==> config.mk <==
export PLATFORM = sky130hd
export DESIGN_NAME = gif_metadata_stream_parser
export DESIGN_NICKNAME = d
export VERILOG_FILES = /design/src/sv/gmsp_pkg.sv /design/src/sv/gmsp_parser.sv /design/src/sv/gmsp_run_buf.sv /design/src/sv/gif_metadata_stream_parser.sv
export SDC_FILE = /design/constraint.sdc
export NUM_CORES = 1
export LEC_CHECK = 0
export BUFFER_PORTS_ARGS = -buffer_cell sky130_fd_sc_hd__buf_2
export CAP_MARGIN = 10
export CORE_UTILIZATION = 35
export DETAILED_ROUTE_END_ITERATION = 10
export SYNTH_ARGS = -nofsm -noshare
export SYNTH_HDL_FRONTEND = slang
export SYNTH_HIERARCHICAL = 1
export SYNTH_SLANG_ARGS = --single-unit
==> constraint.sdc <==
create_clock -name clk_i -period 12.7 [get_ports clk_i]
set_input_delay 0 -clock clk_i [delete_from_list [all_inputs] [get_ports clk_i]]
set_output_delay 0 -clock clk_i [all_outputs]
set_load 0.05 [all_outputs]
==> src/sv/gmsp_pkg.sv <==
// ----------------------------------------------------------------------------
// gmsp_pkg
// Types, codes and small helper functions shared by the GIF metadata parser.
// ----------------------------------------------------------------------------
`default_nettype none

package gmsp_pkg;

  localparam int MaxRecs = 7;
  localparam int CntW    = 3;

  localparam logic [7:0] ByteTrailer = 8'h3B;
  localparam logic [7:0] ByteExtIntr = 8'h21;
  localparam logic [7:0] ByteImgSep  = 8'h2C;
  localparam logic [7:0] LabelGce    = 8'hF9;
  localparam logic [7:0] LabelCmt    = 8'hFE;
  localparam logic [7:0] LabelApp    = 8'hFF;
  localparam logic [7:0] AppIdLen    = 8'd11;
  localparam logic [7:0] CharG       = 8'h47;
  localparam logic [7:0] CharI       = 8'h49;
  localparam logic [7:0] CharF       = 8'h46;

  typedef enum logic [3:0] {
    KindVersion = 4'd0,
    KindWidth   = 4'd1,
    KindHeight  = 4'd2,
    KindGctFlag = 4'd3,
    KindColorRes = 4'd4,
    KindSortFlag = 4'd5,
    KindGctSize = 4'd6,
    KindDelayMs = 4'd7,
    KindTranspIdx = 4'd8,
    KindCmtChar = 4'd9,
    KindAppChar = 4'd10,
    KindLoopCnt = 4'd11,
    KindNotGif  = 4'd12,
    KindEnd     = 4'd13
  } kind_e;

  typedef enum logic [4:0] {
    PhHdr      = 5'd0,
    PhLsd      = 5'd1,
    PhGct      = 5'd2,
    PhBlk      = 5'd3,
    PhImg      = 5'd4,
    PhLct      = 5'd5,
    PhLzw      = 5'd6,
    PhSubLen   = 5'd7,
    PhSubData  = 5'd8,
    PhExt      = 5'd9,
    PhGce      = 5'd10,
    PhCmtLen   = 5'd11,
    PhCmtData  = 5'd12,
    PhAppLen   = 5'd13,
    PhAppSkip  = 5'd14,
    PhAppId    = 5'd15,
    PhNets     = 5'd16,
    PhDoneEnd  = 5'd17,
    PhDoneOpen = 5'd18
  } phase_e;

  typedef struct packed {
    kind_e       kind;
    logic [19:0] value;
    logic        first;
  } rec_t;

  typedef struct packed {
    rec_t [MaxRecs-1:0] recs;
    logic [CntW-1:0]    cnt;
  } run_t;

  // color table length in bytes: 3 * 2^(k+1)
  function automatic logic [9:0] table_bytes(input logic [2:0] k);
    table_bytes = (10'd4 << k) + (10'd2 << k);
  endfunction

  function automatic logic [7:0] netscape_char(input logic [3:0] idx);
    case (idx)
      4'd0:    netscape_char = 8'h4E;
      4'd1:    netscape_char = 8'h45;
      4'd2:    netscape_char = 8'h54;
      4'd3:    netscape_char = 8'h53;
      4'd4:    netscape_char = 8'h43;
      4'd5:    netscape_char = 8'h41;
      4'd6:    netscape_char = 8'h50;
      4'd7:    netscape_char = 8'h45;
      4'd8:    netscape_char = 8'h32;
      4'd9:    netscape_char = 8'h2E;
      4'd10:   netscape_char = 8'h30;
      default: netscape_char = 8'h00;
    endcase
  endfunction

  function automatic rec_t mk_rec(input kind_e k, input logic [19:0] v, input logic f);
    rec_t r;
    r.kind  = k;
    r.value = v;
    r.first = f;
    mk_rec = r;
  endfunction

endpackage

`default_nettype wire

==> src/sv/gmsp_parser.sv <==
// ----------------------------------------------------------------------------
// gmsp_parser
// Parse state registers and the per-beat step that builds the record run.
// ----------------------------------------------------------------------------
`default_nettype none

module gmsp_parser (
  input  wire logic          clk_i,
  input  wire logic          rst_ni,
  input  wire logic          accept_i,
  input  wire logic [7:0]    byte_i,
  input  wire logic          eoi_i,
  output gmsp_pkg::run_t     run_o
);

  gmsp_pkg::phase_e phase_q, phase_d;
  logic [9:0]  cnt_q, cnt_d;
  logic [7:0]  sub_q, sub_d;
  logic [15:0] ver_q, ver_d;
  logic [7:0]  packed_q, packed_d;
  logic [7:0]  low_q, low_d;
  logic        appm_q, appm_d;
  logic        nul_q, nul_d;
  logic        started_q, started_d;
  logic        sigbad_q, sigbad_d;

  always_comb begin
    logic [9:0]  c;
    logic [3:0]  ci;
    logic [15:0] d;
    logic [19:0] dw;
    logic [gmsp_pkg::CntW-1:0] n;
    gmsp_pkg::run_t run;

    phase_d   = phase_q;
    cnt_d     = cnt_q;
    sub_d     = sub_q;
    ver_d     = ver_q;
    packed_d  = packed_q;
    low_d     = low_q;
    appm_d    = appm_q;
    nul_d     = nul_q;
    started_d = started_q;
    sigbad_d  = sigbad_q;
    c   = cnt_q;
    ci  = (cnt_q > 10'd10) ? 4'd10 : cnt_q[3:0];
    d   = {byte_i, low_q};
    dw  = ({4'b0, d} << 3) + ({4'b0, d} << 1);
    n   = '0;
    run = '0;

    case (phase_q)
      gmsp_pkg::PhHdr: begin
        if (c == 10'd0) sigbad_d = (byte_i != gmsp_pkg::CharG);
        else if (c == 10'd1) sigbad_d = sigbad_q || (byte_i != gmsp_pkg::CharI);
        else if (c == 10'd2) sigbad_d = sigbad_q || (byte_i != gmsp_pkg::CharF);
        else if (c == 10'd3) ver_d = {ver_q[15:8], byte_i};
        else if (c == 10'd4) ver_d = {byte_i, ver_q[7:0]};
        if (c >= 10'd5) begin
          if (sigbad_q) begin
            run.recs[n] = gmsp_pkg::mk_rec(gmsp_pkg::KindNotGif, 20'd0, 1'b0);
            n = n + 1'b1;
            phase_d = gmsp_pkg::PhDoneOpen;
          end else begin
            run.recs[0] = gmsp_pkg::mk_rec(gmsp_pkg::KindVersion,
                                           {12'd0, gmsp_pkg::CharG}, 1'b0);
            run.recs[1] = gmsp_pkg::mk_rec(gmsp_pkg::KindVersion,
                                           {12'd0, gmsp_pkg::CharI}, 1'b0);
            run.recs[2] = gmsp_pkg::mk_rec(gmsp_pkg::KindVersion,
                                           {12'd0, gmsp_pkg::CharF}, 1'b0);
            run.recs[3] = gmsp_pkg::mk_rec(gmsp_pkg::KindVersion,
                                           {12'd0, ver_q[7:0]}, 1'b0);
            run.recs[4] = gmsp_pkg::mk_rec(gmsp_pkg::KindVersion,
                                           {12'd0, ver_q[15:8]}, 1'b0);
            run.recs[5] = gmsp_pkg::mk_rec(gmsp_pkg::KindVersion,
                                           {12'd0, byte_i}, 1'b0);
            n = 3'd6;
            phase_d = gmsp_pkg::PhLsd;
          end
          cnt_d = '0;
        end else begin
          cnt_d = c + 10'd1;
        end
      end
      gmsp_pkg::PhLsd: begin
        if (c == 10'd0 || c == 10'd2) begin
          low_d = byte_i;
        end else if (c == 10'd1 || c == 10'd3) begin
          run.recs[n] = gmsp_pkg::mk_rec((c == 10'd1) ? gmsp_pkg::KindWidth
                                                      : gmsp_pkg::KindHeight,
                                         {4'd0, byte_i, low_q}, 1'b0);
          n = n + 1'b1;
        end else if (c == 10'd4) begin
          packed_d = byte_i;
          run.recs[0] = gmsp_pkg::mk_rec(gmsp_pkg::KindGctFlag,
                                         {19'd0, byte_i[7]}, 1'b0);
          run.recs[1] = gmsp_pkg::mk_rec(gmsp_pkg::KindColorRes,
                                         {16'd0, {1'b0, byte_i[6:4]} + 4'd1}, 1'b0);
          run.recs[2] = gmsp_pkg::mk_rec(gmsp_pkg::KindSortFlag,
                                         {19'd0, byte_i[3]}, 1'b0);
          run.recs[3] = gmsp_pkg::mk_rec(gmsp_pkg::KindGctSize,
                                         20'd2 << byte_i[2:0], 1'b0);
          n = 3'd4;
        end
        if (c >= 10'd6) begin
          if (packed_q[7]) begin
            phase_d = gmsp_pkg::PhGct;
            cnt_d   = gmsp_pkg::table_bytes(packed_q[2:0]);
          end else begin
            phase_d = gmsp_pkg::PhBlk;
            cnt_d   = '0;
          end
        end else begin
          cnt_d = c + 10'd1;
        end
      end
      gmsp_pkg::PhGct, gmsp_pkg::PhLct: begin
        cnt_d = (c == 10'd0) ? 10'd0 : c - 10'd1;
        if (cnt_d == 10'd0) begin
          phase_d = (phase_q == gmsp_pkg::PhGct) ? gmsp_pkg::PhBlk : gmsp_pkg::PhLzw;
        end
      end
      gmsp_pkg::PhBlk: begin
        cnt_d = '0;
        if (byte_i == gmsp_pkg::ByteTrailer) begin
          run.recs[n] = gmsp_pkg::mk_rec(gmsp_pkg::KindEnd, 20'd0, 1'b0);
          n = n + 1'b1;
          phase_d = gmsp_pkg::PhDoneEnd;
        end else if (byte_i == gmsp_pkg::ByteExtIntr) begin
          phase_d = gmsp_pkg::PhExt;
        end else if (byte_i == gmsp_pkg::ByteImgSep) begin
          phase_d = gmsp_pkg::PhImg;
        end
      end
      gmsp_pkg::PhImg: begin
        if (c >= 10'd8) begin
          packed_d = byte_i;
          if (byte_i[7]) begin
            phase_d = gmsp_pkg::PhLct;
            cnt_d   = gmsp_pkg::table_bytes(byte_i[2:0]);
          end else begin
            phase_d = gmsp_pkg::PhLzw;
            cnt_d   = '0;
          end
        end else begin
          cnt_d = c + 10'd1;
        end
      end
      gmsp_pkg::PhLzw: begin
        phase_d = gmsp_pkg::PhSubLen;
      end
      gmsp_pkg::PhSubLen: begin
        if (byte_i == 8'd0) begin
          phase_d = gmsp_pkg::PhBlk;
        end else begin
          sub_d   = byte_i;
          phase_d = gmsp_pkg::PhSubData;
        end
      end
      gmsp_pkg::PhSubData, gmsp_pkg::PhAppSkip: begin
        sub_d = (sub_q == 8'd0) ? 8'd0 : sub_q - 8'd1;
        if (sub_d == 8'd0) phase_d = gmsp_pkg::PhSubLen;
      end
      gmsp_pkg::PhExt: begin
        cnt_d = '0;
        if (byte_i == gmsp_pkg::LabelGce) begin
          phase_d = gmsp_pkg::PhGce;
        end else if (byte_i == gmsp_pkg::LabelCmt) begin
          started_d = 1'b0;
          phase_d   = gmsp_pkg::PhCmtLen;
        end else if (byte_i == gmsp_pkg::LabelApp) begin
          phase_d = gmsp_pkg::PhAppLen;
        end else begin
          phase_d = gmsp_pkg::PhSubLen;
        end
      end
      gmsp_pkg::PhGce: begin
        if (c == 10'd1) begin
          packed_d = byte_i;
        end else if (c == 10'd2) begin
          low_d = byte_i;
        end else if (c == 10'd3) begin
          if (d != 16'd0) begin
            run.recs[n] = gmsp_pkg::mk_rec(gmsp_pkg::KindDelayMs, dw, 1'b0);
            n = n + 1'b1;
          end
        end else if (c == 10'd4) begin
          if (packed_q[0]) begin
            run.recs[n] = gmsp_pkg::mk_rec(gmsp_pkg::KindTranspIdx,
                                           {12'd0, byte_i}, 1'b0);
            n = n + 1'b1;
          end
        end
        if (c >= 10'd5) begin
          phase_d = gmsp_pkg::PhBlk;
          cnt_d   = '0;
        end else begin
          cnt_d = c + 10'd1;
        end
      end
      gmsp_pkg::PhCmtLen: begin
        if (byte_i == 8'd0) begin
          phase_d = gmsp_pkg::PhBlk;
        end else begin
          sub_d   = byte_i;
          nul_d   = 1'b0;
          phase_d = gmsp_pkg::PhCmtData;
        end
      end
      gmsp_pkg::PhCmtData: begin
        if (byte_i == 8'd0) begin
          nul_d = 1'b1;
        end else if (!nul_q) begin
          run.recs[n] = gmsp_pkg::mk_rec(gmsp_pkg::KindCmtChar,
                                         {12'd0, byte_i}, !started_q);
          n = n + 1'b1;
          started_d = 1'b1;
        end
        sub_d = (sub_q == 8'd0) ? 8'd0 : sub_q - 8'd1;
        if (sub_d == 8'd0) phase_d = gmsp_pkg::PhCmtLen;
      end
      gmsp_pkg::PhAppLen: begin
        cnt_d = '0;
        if (byte_i == gmsp_pkg::AppIdLen) begin
          appm_d    = 1'b1;
          nul_d     = 1'b0;
          started_d = 1'b0;
          phase_d   = gmsp_pkg::PhAppId;
        end else if (byte_i == 8'd0) begin
          phase_d = gmsp_pkg::PhSubLen;
        end else begin
          sub_d   = byte_i;
          phase_d = gmsp_pkg::PhAppSkip;
        end
      end
      gmsp_pkg::PhAppId: begin
        if (byte_i != gmsp_pkg::netscape_char(ci)) appm_d = 1'b0;
        if (byte_i == 8'd0) begin
          nul_d = 1'b1;
        end else if (!nul_q) begin
          run.recs[n] = gmsp_pkg::mk_rec(gmsp_pkg::KindAppChar,
                                         {12'd0, byte_i}, !started_q);
          n = n + 1'b1;
          started_d = 1'b1;
        end
        if (ci >= 4'd10) begin
          phase_d = appm_d ? gmsp_pkg::PhNets : gmsp_pkg::PhSubLen;
          cnt_d   = '0;
        end else begin
          cnt_d = {6'd0, ci} + 10'd1;
        end
      end
      gmsp_pkg::PhNets: begin
        if (c == 10'd2) begin
          low_d = byte_i;
        end else if (c == 10'd3) begin
          run.recs[n] = gmsp_pkg::mk_rec(gmsp_pkg::KindLoopCnt,
                                         {4'd0, byte_i, low_q}, 1'b0);
          n = n + 1'b1;
        end
        if (c >= 10'd4) begin
          phase_d = gmsp_pkg::PhBlk;
          cnt_d   = '0;
        end else begin
          cnt_d = c + 10'd1;
        end
      end
      gmsp_pkg::PhDoneEnd: begin
      end
      default: begin
        phase_d = gmsp_pkg::PhDoneOpen;
      end
    endcase

    if (eoi_i) begin
      if (phase_d != gmsp_pkg::PhDoneEnd) begin
        run.recs[n] = gmsp_pkg::mk_rec(gmsp_pkg::KindEnd, 20'd0, 1'b0);
        n = n + 1'b1;
      end
      phase_d   = gmsp_pkg::PhHdr;
      cnt_d     = '0;
      sub_d     = '0;
      ver_d     = '0;
      packed_d  = '0;
      low_d     = '0;
      appm_d    = 1'b1;
      nul_d     = 1'b0;
      started_d = 1'b0;
      sigbad_d  = 1'b0;
    end

    run.cnt = n;
    run_o   = run;
  end

  always_ff @(posedge clk_i or negedge rst_ni) begin
    if (!rst_ni) begin
      phase_q   <= gmsp_pkg::PhHdr;
      cnt_q     <= '0;
      sub_q     <= '0;
      ver_q     <= '0;
      packed_q  <= '0;
      low_q     <= '0;
      appm_q    <= 1'b1;
      nul_q     <= 1'b0;
      started_q <= 1'b0;
      sigbad_q  <= 1'b0;
    end else if (accept_i) begin
      phase_q   <= phase_d;
      cnt_q     <= cnt_d;
      sub_q     <= sub_d;
      ver_q     <= ver_d;
      packed_q  <= packed_d;
      low_q     <= low_d;
      appm_q    <= appm_d;
      nul_q     <= nul_d;
      started_q <= started_d;
      sigbad_q  <= sigbad_d;
    end
  end

endmodule

`default_nettype wire

==> src/sv/gmsp_run_buf.sv <==
// ----------------------------------------------------------------------------
// gmsp_run_buf
// Holds the records of one beat and presents them one per output beat.
// ----------------------------------------------------------------------------
`default_nettype none

module gmsp_run_buf (
  input  wire logic           clk_i,
  input  wire logic           rst_ni,
  input  wire logic           load_i,
  input  wire gmsp_pkg::run_t run_i,
  output logic                can_take_o,
  output logic                out_valid_o,
  input  wire logic           out_stall_i,
  output gmsp_pkg::rec_t      rec_o,
  output logic                last_o
);

  gmsp_pkg::rec_t [gmsp_pkg::MaxRecs-1:0] recs_q;
  logic [gmsp_pkg::CntW-1:0] cnt_q;
  logic [gmsp_pkg::CntW-1:0] idx_q;
  logic fire;

  assign out_valid_o = (cnt_q != '0);
  assign last_o      = (idx_q == cnt_q - 1'b1);
  assign rec_o       = recs_q[idx_q];
  assign fire        = out_valid_o && !out_stall_i;
  assign can_take_o  = !out_valid_o || (last_o && !out_stall_i);

  always_ff @(posedge clk_i) begin
    if (load_i) recs_q <= run_i.recs;
  end

  always_ff @(posedge clk_i or negedge rst_ni) begin
    if (!rst_ni) begin
      cnt_q <= '0;
      idx_q <= '0;
    end else if (load_i) begin
      cnt_q <= run_i.cnt;
      idx_q <= '0;
    end else if (fire && last_o) begin
      cnt_q <= '0;
      idx_q <= '0;
    end else if (fire) begin
      idx_q <= idx_q + 1'b1;
    end
  end

endmodule

`default_nettype wire

==> src/sv/gif_metadata_stream_parser.sv <==
// ----------------------------------------------------------------------------
// gif_metadata_stream_parser
// Byte-stream GIF header/extension parser emitting metadata records.
// ----------------------------------------------------------------------------
// One file byte is taken per beat and parsed combinationally into a run of
// zero to seven records, held in an output run buffer. A byte is accepted
// while the buffer is empty or shows the last record of its run unstalled:
// a byte yielding several records, such as the header beat (six version
// records), keeps the input stalled while the run buffer drains, so ordinary
// image and table data moves at one byte per cycle unless a run is draining.
`default_nettype none

module gif_metadata_stream_parser (
  input  wire logic        clk_i,
  input  wire logic        rst_ni,
  input  wire logic        in_valid_i,
  output logic             in_stall_o,
  input  wire logic [7:0]  in_byte_i,
  input  wire logic        end_of_input_i,
  output logic             out_valid_o,
  input  wire logic        out_stall_i,
  output logic [3:0]       record_kind_o,
  output logic [19:0]      record_value_o,
  output logic             first_of_string_o,
  output logic             last_of_run_o
);

  gmsp_pkg::run_t run;
  gmsp_pkg::rec_t rec;
  logic can_take;
  logic in_accept;
  logic load;

  assign in_stall_o = !can_take;
  assign in_accept  = in_valid_i && can_take;
  assign load       = in_accept && (run.cnt != '0);

  gmsp_parser u_parser (
    .clk_i    (clk_i),
    .rst_ni   (rst_ni),
    .accept_i (in_accept),
    .byte_i   (in_byte_i),
    .eoi_i    (end_of_input_i),
    .run_o    (run)
  );

  gmsp_run_buf u_run_buf (
    .clk_i       (clk_i),
    .rst_ni      (rst_ni),
    .load_i      (load),
    .run_i       (run),
    .can_take_o  (can_take),
    .out_valid_o (out_valid_o),
    .out_stall_i (out_stall_i),
    .rec_o       (rec),
    .last_o      (last_of_run_o)
  );

  assign record_kind_o     = rec.kind;
  assign record_value_o    = rec.value;
  assign first_of_string_o = rec.first;

  a_no_accept_mid_run: assert property (@(posedge clk_i) disable iff (!rst_ni)
    (in_valid_i && !in_stall_o) |-> !(out_valid_o && !last_of_run_o))
    else $error("input beat accepted while a run is still draining");

  a_first_only_strings: assert property (@(posedge clk_i) disable iff (!rst_ni)
    (out_valid_o && first_of_string_o) |->
      (record_kind_o == gmsp_pkg::KindCmtChar || record_kind_o == gmsp_pkg::KindAppChar))
    else $error("first_of_string set on a non-string record");

  a_end_is_last: assert property (@(posedge clk_i) disable iff (!rst_ni)
    (out_valid_o && record_kind_o == gmsp_pkg::KindEnd) |-> last_of_run_o)
    else $error("end record not last in its run");

endmodule

`default_nettype wire
Word-level counts from Yosys, hierarchy flattened
Memories as Yosys holds them, arrays and structs flattened.
Cells that the tools add are included.

operators by class
  add/subtract/negate cells = 11
  $lt $le $gt $ge = 9
  equality and inequality tests = 53
  shift-type cells = 5
  muxes and demuxes = 137
  bitwise gates (word level) = 3
  reduce and logical (&&, ||, !) cells = 55

operators with widths
  cell                 count
  $mux 150             3
  $mux 25              16
  $pmux 25 s7          1
  $and 132x154->154    1
  $not 154->154        1
  $pmux 75 s2          1
  $mux 8               15
  $mux 16              7
  $mux 109             1
  $mux 100             1
  $mux 99              1
  $mux 10              9
  $mux 5               18
  $pmux 5 s16          1
  $bmux 25 s3          1
  $demux 25 s3         1
  $mux 74              1
  $pmux 8 s3           3
  $pmux 10 s7          1
  $mux 3               19
  $mux 50              1
  $eq 5x4->1 const B   8
  $ge 10x3->1 const B  3
  $eq 8x6->1 const B   3
  61 further kinds     156

storage, ports and cells
  flip-flop bits (word level) = 240
  memory bits (read-only) = 112
  bits of input ports = 13
  word-level logic and storage cells = 308
  memories = 1

memories
  memory           depth  bits a word  read ports  clocked after Yosys merged registers in  write ports  RTL line        source
  (no name shown)  16     7            1           0                                        0            gmsp_pkg.sv:79  case (idx)

Longest topological paths before layout
Gate-level depths: netlist of run 1.
An unclocked memory read counts as a cell.

  depth in word-level cells = 16
  depth in mapped cells = 22

By module
The synthesis of run 1 kept the hierarchy.

modules (own cells, without submodules)
  module                      instances  cells each  area an instance (um2)  seq. area each (um2)
  gmsp_parser                 1          982         7215.7                  1377.6
  gmsp_run_buf                1          389         7054.3                  5405.2
  gif_metadata_stream_parser  1          3           20.0                    0.0

Worst setup path after synthesis of run 1
No wires, ideal clock.

  kind = flip-flop to flip-flop
  from = register u_parser.cnt_q[0]
  to = register u_run_buf/cnt_q[2] (netlist bit)
  library setup time = 0.119 ns
  arrival time = 8.283 ns
  path slack = 4.298 ns
  stages on the path, launching flop included = 22
  period minus slack after synthesis = 8.402 ns
  path through = dfrtp_1 -> clkbuf_1 -> inv_1 -> ha_1 -> clkbuf_1 -> nor2_1 -> o21ai_0 -> nand3_1 -> ha_1 -> mux2_2 -> o22ai_1 -> mux2i_1 -> a21oi_1 -> o41ai_1 -> a31oi_1 -> o21ai_4 -> mux2_4 -> o311a_1 -> buf_1 -> nor2b_1 -> o21ai_1 -> nand2_1

RTL lines
  what                      RTL line            source
  start: declaration        gmsp_parser.sv:17   logic [9:0] cnt_q, cnt_d;
  start signal: assignment  gmsp_parser.sv:310  cnt_q <= cnt_d;
  end signal: assignment    gmsp_run_buf.sv:39  cnt_q <= run_i.cnt;
  end: declaration          gmsp_run_buf.sv:20  logic [gmsp_pkg::CntW-1:0] cnt_q;

==> metrics.txt, run 1 <==
outcome=finished clean; fin area=15410 um^2; CP max stage delay=0.98 ns; postcts setup bufs=0; area delta synth->final=7.862%; Setup Viol. Count Final=0; syn avg cell area=10.40 um^2; Synth warnings=6; DRT iter0 DRCs=998; hpwl dp=23650 um; # rows=73; DRT Pass-1 Iters=6; asr flop ratio synth=25.85%; routed length per instance=18.20 um; Critical Path RT=13.15 ns; Final min period=between 6 and 7 ns; Resized Gates After CTS=0; Max VDD drop=0.0001435 V; RR Startpoint=u_parser/cnt_q[0]$_DFFE_PN0P_; setup TNS=0 ns; Worst Reg2Reg Path Length in Cells=19; CTS Buffer Depth=3; WHS Path Cells=3; WS Path Type=reg2reg; cts hold-fix bufs=8; main area contributors after synthesis=edfxtp_1 (37%), dfrtp_1 (11%), buf_4 (6.0%); NumNets Final=~1400; # IOs=41; slew margin rel.=21.21%; initial antenna violation count=0; Final period util=51.71%; Setup crit start kind=register; Final ANT Viol Nets=0; CTS tree=yes; Worst Hold Endpoint=u_parser/ver_q[15]$_DFFE_PN0P_; CTS sink count=about 240; die area=41640 um^2; pwr dens=approximately 290 nW/um^2; Gate Count Post-Synth=1374; Clock Tree Root=clkbuf_16; number of flops mapped to enable cells by yosys=175; Port Buf Inserts=40; share of cells above drive strength 1=12.04%; clk slew on worst S/H paths=approximately 0.060 ns; CP Cell Sequence=inv_1 -> ha_1 -> nor2_1 -> o21ai_0 -> nand3_1 -> ha_1 -> mux2_2 -> o22ai_1 -> mux2i_1 -> a21oi_1 -> o41ai_1 -> a31oi_1 -> o21ai_4 -> mux2_4 -> o311a_4 -> buf_4 -> nor2b_1 -> o21ai_1 -> nand2_1; Yosys top cell area share=a little under two fifths; Hold Slack=0.05028 ns; Worst Path Max Fanout=97; pin count of the biggest net entering global routing=98; Final Wtd Congestion=0.9243; commonest register cell after synthesis=edfxtp_1; post-DR vias/cell=between 5 and 6; via count of the routed design=10023; Core Footprint=around 40000 um^2; worst skew pair latency=0.56 ns; Crit-path slowest cell=buf_4; synth cell count leaders=edfxtp_1 (175), nor2_1 (134), nand2_1 (126), buf_4 (115), a21oi_1 (89); max cap viols=0; first-pass GRT wire length=55120 um; gr usage total=about 17%; Initial Util=35.72%; hold path start=in_byte_i[7]; R2R Path End=u_run_buf/cnt_q[2]$_DFFE_PN0P_; cts bufs inserted=27; worst min-delay path class=in2reg; grt ovf=0; Slew @ Worst Pin=1.182 ns; Worst path depth=19; Leakage=6.001 nW; library cells used by synthesis=92; DRC viols=0; most frequent cell after synthesis=edfxtp_1; Yosys top cell by area=edfxtp_1; Worst Clk Skew=0.02522 ns; Slew Limit Fails=0; Seq/Total Area, Yosys=47.47%; worst reg2reg setup slack=6.13 ns; Post-DP Area=14380 um^2; Die W=204.1 um; H-tree depth=1; Ant. Diodes=0; DIE HEIGHT=204.1 um; most frequent cell on the critical path=ha_1; CP arrival=7.02 ns; drt total wl=34950 um; RSZ-0062 raised after global routing=false; Top delay family on crit path=compound AO/OA/AOI/OAI gates; Syn Std Cell Area=14290 um^2; Achievable Freq=152.3 MHz; synthesized flop and latch total=236; vias in the first global route=9776; Crit path buffers/inverters=2; final hold vios=0; Setup crit end kind=register; Tot Pwr=4.426 mW
per-stage QoR:
step                utilization [%]  cells  worst slack (ns)
floorplan                         -   1476             4.298
global placement              35.95   1862             6.333
detailed placement            35.95   1862             6.190
CTS                           38.53   1920             6.161
global route                  38.53   1920             5.654
finish                        38.53   1920             6.132
registers in the layout (all words and copies together), names as in the netlist:
register and flops:
u_run_buf/recs_q 175, u_parser/nul_q 1, u_parser/packed_q 4, u_run_buf/idx_q 3
u_parser/low_q 8, u_parser/ver_q 16, u_parser/cnt_q 10, u_parser/sub_q 8
u_parser/sigbad_q 1, u_run_buf/cnt_q 3, u_parser/started_q 1, u_parser/phase_q 5
u_parser/appm_q 1
kinds of logic after synthesis:
family                   after synthesis  synth area share (%)
AND/OR/NAND/NOR                      448                 15.42
adder cells (fa/ha/maj)               44                 3.958
multiplexers                          72                 7.381
buffers and inverters                230                 9.798
AO/OA/AOI/OAI                        304                 13.47
XOR/XNOR                              39                 2.487
flip-flops                           236                 47.47
other                                  1               0.02624
power breakdown:
| group | leakage [nW] | internal (mW) | switching (mW) |
|---|---|---|---|
| clock network | 0.469 | 0.495 | 0.322 |
| logic | 3.10 | 0.713 | 1.40 |
| registers | 2.43 | 1.26 | 0.227 |
layer usage:
layer  track usage, %  share of wire, %
met1            23.41                46
met2            26.75                46
met3            2.471               6.0
met4            5.037               2.6
met5                0                 0
layout make-up:
cell class,instances,area (um^2)
inverters,40,150.1
multi-input cells,1010,6504
well taps,525,656.9
repair buffers,59,362.8
clock inverters,13,167.7
clock buffers,37,783.3
flip-flops and latches,236,6789
fillers,3898,24590
worst reg2reg max path: stages (launching register included):
cell and delay [ns]:
dfrtp_1 0.49, inv_1 0.22, ha_1 0.40, nor2_1 0.06, o21ai_0 0.14, nand3_1 0.19, ha_1 0.33, mux2_2 0.26
o22ai_1 0.25, mux2i_1 0.22, a21oi_1 0.09, o41ai_1 0.48, a31oi_1 0.36, o21ai_4 0.38, mux2_4 0.24, o311a_4 0.95
buf_4 0.99, nor2b_1 0.22, o21ai_1 0.13, nand2_1 0.07
placed cells by master, fill, tap and decap left out, types with 16 or more instances in the layout:
master and count:
a21oi_1 89, and2_1 22, buf_2 40, clkbuf_16 27
conb_1 103, dfrtp_1 57, edfxtp_1 175, ha_1 42
inv_1 38, mux2i_1 33, mux4_2 25, nand2_1 126
nand3_1 29, nor2_1 134, nor2b_1 17, nor3_1 26
o21ai_0 69, o31ai_1 16, xnor2_1 16, xor2_1 22
how the worst max path moves through the flow:
| stage | startpoint | endpoint | slack [ns] |
|---|---|---|---|
| 2_1_floorplan | u_parser/cnt_q[0]$_DFFE_PN0P_ | u_run_buf/cnt_q[2]$_DFFE_PN0P_ | 4.30 |
| 3_3_place_gp | u_parser/cnt_q[0]$_DFFE_PN0P_ | u_run_buf/cnt_q[2]$_DFFE_PN0P_ | 6.33 |
| 3_5_place_dp | u_parser/cnt_q[0]$_DFFE_PN0P_ | u_run_buf/cnt_q[2]$_DFFE_PN0P_ | 6.19 |
| 4_1_cts | u_parser/cnt_q[0]$_DFFE_PN0P_ | u_run_buf/cnt_q[2]$_DFFE_PN0P_ | 6.16 |
| 5_1_grt | u_parser/cnt_q[0]$_DFFE_PN0P_ | u_run_buf/cnt_q[2]$_DFFE_PN0P_ | 5.65 |
| 6_report | u_parser/cnt_q[0]$_DFFE_PN0P_ | u_run_buf/cnt_q[2]$_DFFE_PN0P_ | 6.13 |
Power figures use the tool's default switching activity.
==> run 2: changes to the inputs <==
==> constraint.sdc (replaced) <==
create_clock -name clk_i -period 5.9 [get_ports clk_i]
set_input_delay 0 -clock clk_i [delete_from_list [all_inputs] [get_ports clk_i]]
set_output_delay 0 -clock clk_i [all_outputs]
set_load 0.05 [all_outputs]
==> run 2 against run 1 <==
Effect of this change:
- clock skew decreased by 0.017 ns
- sequential share of layout area grew 0.22 points
- register-to-register slack got worse by 5.7 ns
- non-clock buffer count rose by 5
- routed wire length shrank 1.4%
- combinational power grew 120%
- first-iteration DRC count grew 1.0%
- clock power up 90%
- sequential power grew 110%
- largest power group unchanged
==> metrics.txt, run 2 (same netlist as run 1, synthesis figures left out) <==
worst skew pair latency=0.52 ns (-0.04 ns); Final min period=5.432 ns (-1.135 ns); initial antenna violation count=0 (unchanged); vias in the first global route=9652 (-1.3%); Worst Path Max Fanout=38 (-61%); CTS tree=yes; CP arrival=5.62 ns (-1.40 ns); Setup Viol. Count Final=0 (unchanged); met1 usage=23.48% (+0.070 points); NumNets Final=1436 (+0.35%); CTS sink count=236 (unchanged); H-tree depth=1 (unchanged); share of cells above drive strength 1=12.01% (-0.034 points); Max VDD drop=0.0002359 V (+64%); most frequent cells in the layout=edfxtp_1 (175), nor2_1 (134), nand2_1 (126); slew margin rel.=31.34% (+10 points); max reg flops=175 (unchanged); max cap viols=0 (unchanged); cts bufs inserted=27 (unchanged); setup TNS=0 ns (unchanged); postcts setup bufs=0 (unchanged); met3 Resource Use GR=2.089% (-0.38 points); most frequent cell on the critical path=ha_1; grt ovf=0 (unchanged); met2 Usage GRT=26.23% (-0.52 points); Worst Clk Skew=0.007722 ns (-0.01750 ns); post-placement setup slack=0.5244 ns (-5.666 ns); RSZ-0062 raised after global routing=false; Critical Path RT=6.08 ns (-7.07 ns); most common cell after layout, fill and taps aside=edfxtp_1; DIE HEIGHT=204.1 um (unchanged); Initial Util=35.72% (unchanged); Largest regs=u_run_buf/recs_q (175), u_parser/ver_q (16), u_parser/cnt_q (10); gr usage total=16.42% (-0.32 points); Ant. Diodes=0 (unchanged); hpwl dp=23760 um (+0.46%); post-DR vias/cell=5.289 (+1.3%); die area=41640 um^2 (unchanged); first-pass GRT wire length=54310 um (-1.5%); DRC viols=0 (unchanged); Leakage=5.962 nW (-0.66%); Clock Tree Root=clkbuf_16; Crit-path slowest cell=o311a_4; # IOs=41 (unchanged); area delta synth->final=7.338%; outcome=finished clean; # rows=73 (unchanged); worst min-delay path class=in2reg; Top delay family on crit path=compound AO/OA/AOI/OAI gates; Die W=204.1 um (unchanged); Crit path buffers/inverters=2 (unchanged); Slew @ Worst Pin=1.016 ns (-0.1663 ns); Port Buf Inserts=40 (unchanged); Setup crit end kind=register; pin count of the biggest net entering global routing=64 (-35%); Final ANT Viol Nets=0 (unchanged); Final period util=92.07% (+40 points); GRT busiest layer=met2; CTS Buffer Depth=3 (unchanged); WS Path Type=reg2reg; Final Wtd Congestion=0.8955 (-3.1%); Achievable Freq=184.1 MHz (+21%); routed length per instance=17.90 um (-1.6%); DRT Pass-1 Iters=6 (unchanged); pwr dens=612.4 nW/um^2 (+110%); Largest Register=u_run_buf/recs_q; CP max stage delay=0.54 ns (-0.44 ns); Core Footprint=40010 um^2 (unchanged); clk slew on worst S/H paths=0.06 ns (about the same); via count of the routed design=10176 (+1.5%); final hold vios=0 (unchanged); Setup WS post-layout=0.4679 ns (-5.665 ns); DRT iter0 DRCs=1008 (+1.0%); Slew Limit Fails=0 (unchanged); drt total wl=34440 um (-1.4%); Setup crit start kind=register; CP Cell Sequence=inv_1 -> ha_1 -> nor2_1 -> o21ai_0 -> nand3_1 -> ha_1 -> mux2_2 -> o22ai_1 -> mux2i_1 -> a21oi_1 -> o41ai_1 -> a31oi_1 -> o211ai_1 -> xor2_1 -> o311a_4 -> buf_4
==> run 2: cell count changes in the layout (fill, tap and decap cells not counted) <==
| cell | previous run | this run |
|---|---|---|
| inv_16 | 1 | 0 |
| inv_6 | 1 | 0 |
| clkinv_4 | 2 | 1 |
| buf_4 | 11 | 16 |
| clkbuf_1 | 3 | 8 |
| clkinvlp_4 | 1 | 3 |
| clkbuf_8 | 7 | 1 |
| clkinv_2 | 4 | 6 |
| clkinv_1 | 3 | 4 |
| dlygate4sd3_1 | 8 | 6 |
| bufinv_16 | 3 | 1 |
| buf_12 | 0 | 2 |
==> run 2: worst min-delay path, delay by kind of cell <==
kind                   cells  cell delay (ns)
AOI/OAI and AO/OA          1             0.07
and+or+nand+nor            1             0.13
buffers and inverters      1             0.31
==> run 2: area by class of cell <==
class / count / area [um^2]
Fill cell: 3937 / 24670
Multi-Input combinational cell: 1010 / 6504
Sequential cell: 236 / 6789
Timing Repair Buffer: 64 / 420.4
Clock buffer: 36 / 719.4
Tap cell: 525 / 656.9
Clock inverter: 13 / 98.84
Inverter: 40 / 150.1
==> run 2: path summary, 6_finish.rpt <==
path / from / to / slack [ns] / cells past startpoint
max in group asynchronous: rst_ni / u_run_buf/idx_q[0]$_DFFE_PN0P_ / 5.02 / 3
max reg2reg: u_parser/cnt_q[0]$_DFFE_PN0P_ / u_run_buf/recs_q[125]$_DFFE_PP_ / 0.47 / 16
min reg2reg: u_parser/ver_q[8]$_DFFE_PN0P_ / u_parser/ver_q[8]$_DFFE_PN0P_ / 0.47 / 2
min in group asynchronous: rst_ni / u_parser/sub_q[2]$_DFFE_PN0P_ / 0.21 / 3
min: in_byte_i[0] / u_parser/ver_q[8]$_DFFE_PN0P_ / 0.04 / 3
max: u_parser/cnt_q[0]$_DFFE_PN0P_ / u_run_buf/recs_q[125]$_DFFE_PP_ / 0.47 / 16
==> run 2: timing repair <==
action | in CTS | in global routing
hold buffers | 6 | 0
endpoints found under the hold margin | 74 | 0
resized for setup | 0 | 0
==> run 2: routing by layer <==
layer	vias to the layer above	wire, um
li1	4813	-
met1	4953	15910
met2	346	15690
met3	64	2081
met4	0	768
met5	-	0
==> run 2: stage by stage <==
step	hold WS (ns)	total power, mW	instances	area (um^2)	utilization [%]
finish	0.03958	9.394	1924	15340	38.34
global route	0.05766	9.971	1924	15340	38.34
CTS	0.01881	9.419	1924	15340	38.34
detailed placement	0.2751	7.826	1869	14460	36.14
global placement	0.2548	7.780	1869	14460	36.14
floorplan	-0.2956	6.723	1476	14680	-
==> run 2: report_power, final <==
part / leakage [nW] / internal, mW / total [mW] / switching [mW]
logic: 3.13 / 1.60 / 4.73 / 3.13
registers: 2.43 / 2.70 / 3.12 / 0.416
clock network: 0.395 / 0.898 / 1.55 / 0.647
==> run 3: changes to the inputs <==
--- a/config.mk
+++ b/config.mk
@@ -5,10 +5,12 @@
 export SDC_FILE = /design/constraint.sdc
 export NUM_CORES = 1
 export LEC_CHECK = 0
+export ABC_CLOCK_PERIOD_IN_PS = 5900
 export BUFFER_PORTS_ARGS = -buffer_cell sky130_fd_sc_hd__buf_2
 export CAP_MARGIN = 10
 export CORE_UTILIZATION = 35
 export DETAILED_ROUTE_END_ITERATION = 10
+export RECOVER_POWER = 25
 export SYNTH_ARGS = -nofsm -noshare
 export SYNTH_HDL_FRONTEND = slang
 export SYNTH_HIERARCHICAL = 1
==> run 3 against run 2 <==
Effect of this change:
- the flow now finishes with violations (capacitance limit, slew limit)
- combinational power is 0.8% lower
- sequential cell count stayed put
- sequential power hardly changed
- clock skew is 0.00075 ns higher
- final area is 0.20% lower
- core utilization is 0.078 points lower
- largest power group unchanged
- global-route usage stayed put
- critical path type unchanged
- clock power hardly changed
- worst hold slack worse by 0.0025 ns
==> metrics.txt, run 3 (same netlist as run 1, synthesis figures left out) <==
outcome=finished with violations; failing checks=capacitance limit, slew limit; WS Path Type=reg2reg; worst reg2reg setup slack=0.51 ns (+0.04 ns); # rows=73 (unchanged); Leakage=5.937 nW (-0.42%); post-placement setup slack=0.5244 ns (unchanged); max cap viols=3 (+3); most common cell after layout, fill and taps aside=edfxtp_1; DIE HEIGHT=204.1 um (unchanged); hold path start=in_byte_i[0]; CP arrival=5.58 ns (-0.04 ns); DRC viols=0 (unchanged); share of cells above drive strength 1=11.37% (-0.64 points); Max VDD drop=0.0002359 V (about the same); Port Buf Inserts=40 (unchanged); Setup crit end kind=register; Met2 Wirelength=15650 um (-0.22%); uppermost layer routed=met4; R2R Path End=u_run_buf/recs_q[125]$_DFFE_PP_; met1 wire length=15920 um (about the same); worst skew pair latency=0.52 ns (about the same); Worst Clk Skew=0.008469 ns (+0.0007468 ns); Setup WS post-layout=0.5070 ns (+0.03917 ns); Final period util=91.41% (-0.66 points); RR Startpoint=u_parser/cnt_q[0]$_DFFE_PN0P_; hpwl dp=23760 um (unchanged); Slew @ Worst Pin=3.730 ns (+2.714 ns); slew margin rel.=-148.6% (-180 points); Setup Viol. Count Final=0 (unchanged); setup TNS=0 ns (unchanged); Worst Path Max Fanout=38 (unchanged); area delta synth->final=7.119%; Critical Path RT=6.08 ns (about the same); via count of the routed design=10118 (-0.57%); NumNets Final=1436 (unchanged); die area=41640 um^2 (unchanged); Slew Limit Fails=79 (+79); Initial Util=35.72% (unchanged); RSZ-0062 raised after global routing=false; pwr dens=611.0 nW/um^2 (-0.24%); cts bufs inserted=27 (unchanged); CTS sink count=236 (unchanged); drt total wl=34440 um (about the same); Ant. Diodes=0 (unchanged); # IOs=41 (unchanged); Resized Gates After CTS=0 (unchanged); fin util=38.26% (-0.078 points); WL met3=2012 um (-3.3%); Final Wtd Congestion=0.8955 (unchanged); worst min-delay path class=in2reg; DRT iter0 DRCs=987 (-2.1%); post-DR vias/cell=5.259 (-0.57%); DRT Pass-1 Iters=6 (unchanged); Worst Reg2Reg Path Length in Cells=16 (unchanged); WHS Path Cells=3 (unchanged); CTS Buffer Depth=3 (unchanged); CTS tree=yes; routed length per instance=17.90 um (about the same); pin count of the biggest net entering global routing=64 (unchanged); Worst Hold Endpoint=u_parser/ver_q[8]$_DFFE_PN0P_; Setup crit start kind=register; Hold Slack=0.03708 ns (-0.002507 ns); grt ovf=0 (unchanged); Final ANT Viol Nets=0 (unchanged); clk slew on worst S/H paths=0.06 ns (about the same); Largest Register=u_run_buf/recs_q; H-tree depth=1 (unchanged); initial antenna violation count=0 (unchanged); Die W=204.1 um (unchanged); Clock Tree Root=clkbuf_16; final hold vios=0 (unchanged); Core Footprint=40010 um^2 (unchanged); Largest regs=u_run_buf/recs_q (175), u_parser/ver_q (16), u_parser/cnt_q (10); vias in the first global route=9652 (unchanged); first-pass GRT wire length=54310 um (unchanged); gr usage total=16.42% (unchanged); max reg flops=175 (unchanged); most frequent cells in the layout=edfxtp_1 (175), nor2_1 (134), nand2_1 (126); Final min period=5.393 ns (-0.03917 ns); Achievable Freq=185.4 MHz (+0.73%)
==> run 3: cell count changes in the layout (fill, tap and decap cells not counted), moves of 2 or more <==
cell,delta
o21ai_0,+2
o21ai_1,-2
and2_0,+2
buf_2,-2
clkbuf_1,+5
buf_4,-3
==> run 3: stage by stage <==
step	total power, mW	cell area, um^2	std cells
2_1_floorplan	6.723	14680	1476
3_3_place_gp	7.780	14460	1869
3_5_place_dp	7.826	14460	1869
4_1_cts	9.419	15340	1924
5_1_grt	9.933	15310	1924
6_report	9.352	15310	1924
==> run 3: area by class of cell <==
type	count	area, um^2
clock inverters	13	98.84
flip-flops and latches	236	6789
multi-input cells	1010	6486
clock buffers	36	719.4
repair buffers	64	406.6
inverters	40	150.1
well taps	525	656.9
fillers	3943	24700
==> run 3: critical path, cell delays in order (launching register included) <==
cell and delay (ns):
dfrtp_1 0.49, inv_1 0.22, ha_1 0.39, nor2_1 0.06
o21ai_0 0.14, nand3_1 0.18, ha_1 0.35, mux2_2 0.26
o22ai_1 0.24, mux2i_1 0.22, a21oi_1 0.09, o41ai_1 0.43
a31oi_1 0.37, o211ai_1 0.34, xor2_1 0.28, o311a_4 0.53
buf_4 0.43
==> run 3: per-layer routing <==
layer,global-route usage [%],vias up
met1,23.48,4911
met3,2.089,65
li1,-,4807
met5,0,-
met4,4.211,0
met2,26.23,335
==> run 3: power by group <==
| group | total (mW) | leakage (nW) | switching, mW | internal, mW |
|---|---|---|---|---|
| logic | 4.69 | 3.11 | 3.12 | 1.57 |
| registers | 3.12 | 2.43 | 0.415 | 2.70 |
| clock network | 1.54 | 0.395 | 0.647 | 0.898 |
==> run 3: repair_timing <==
| item | 4_1_cts | 5_1_grt |
|---|---|---|
| hold endpoints to repair | 74 | 0 |
| setup buffers | 0 | 0 |
| hold buffers | 6 | 0 |
==> run 3: how the worst max path moves through the flow <==
stage,start,endpoint,slack (ns),cells after the start
after floorplan,u_parser/cnt_q[0]$_DFFE_PN0P_,u_run_buf/cnt_q[2]$_DFFE_PN0P_,0.38,21
after global placement,u_parser/cnt_q[0]$_DFFE_PN0P_,u_run_buf/recs_q[152]$_DFFE_PP_,0.60,16
after CTS,u_parser/cnt_q[0]$_DFFE_PN0P_,u_run_buf/recs_q[84]$_DFFE_PP_,0.50,16
after global routing,u_parser/cnt_q[0]$_DFFE_PN0P_,u_run_buf/recs_q[98]$_DFFE_PP_,0.04,16
after detailed placement,u_parser/cnt_q[0]$_DFFE_PN0P_,u_run_buf/recs_q[152]$_DFFE_PP_,0.52,16
final,u_parser/cnt_q[0]$_DFFE_PN0P_,u_run_buf/recs_q[125]$_DFFE_PP_,0.51,16
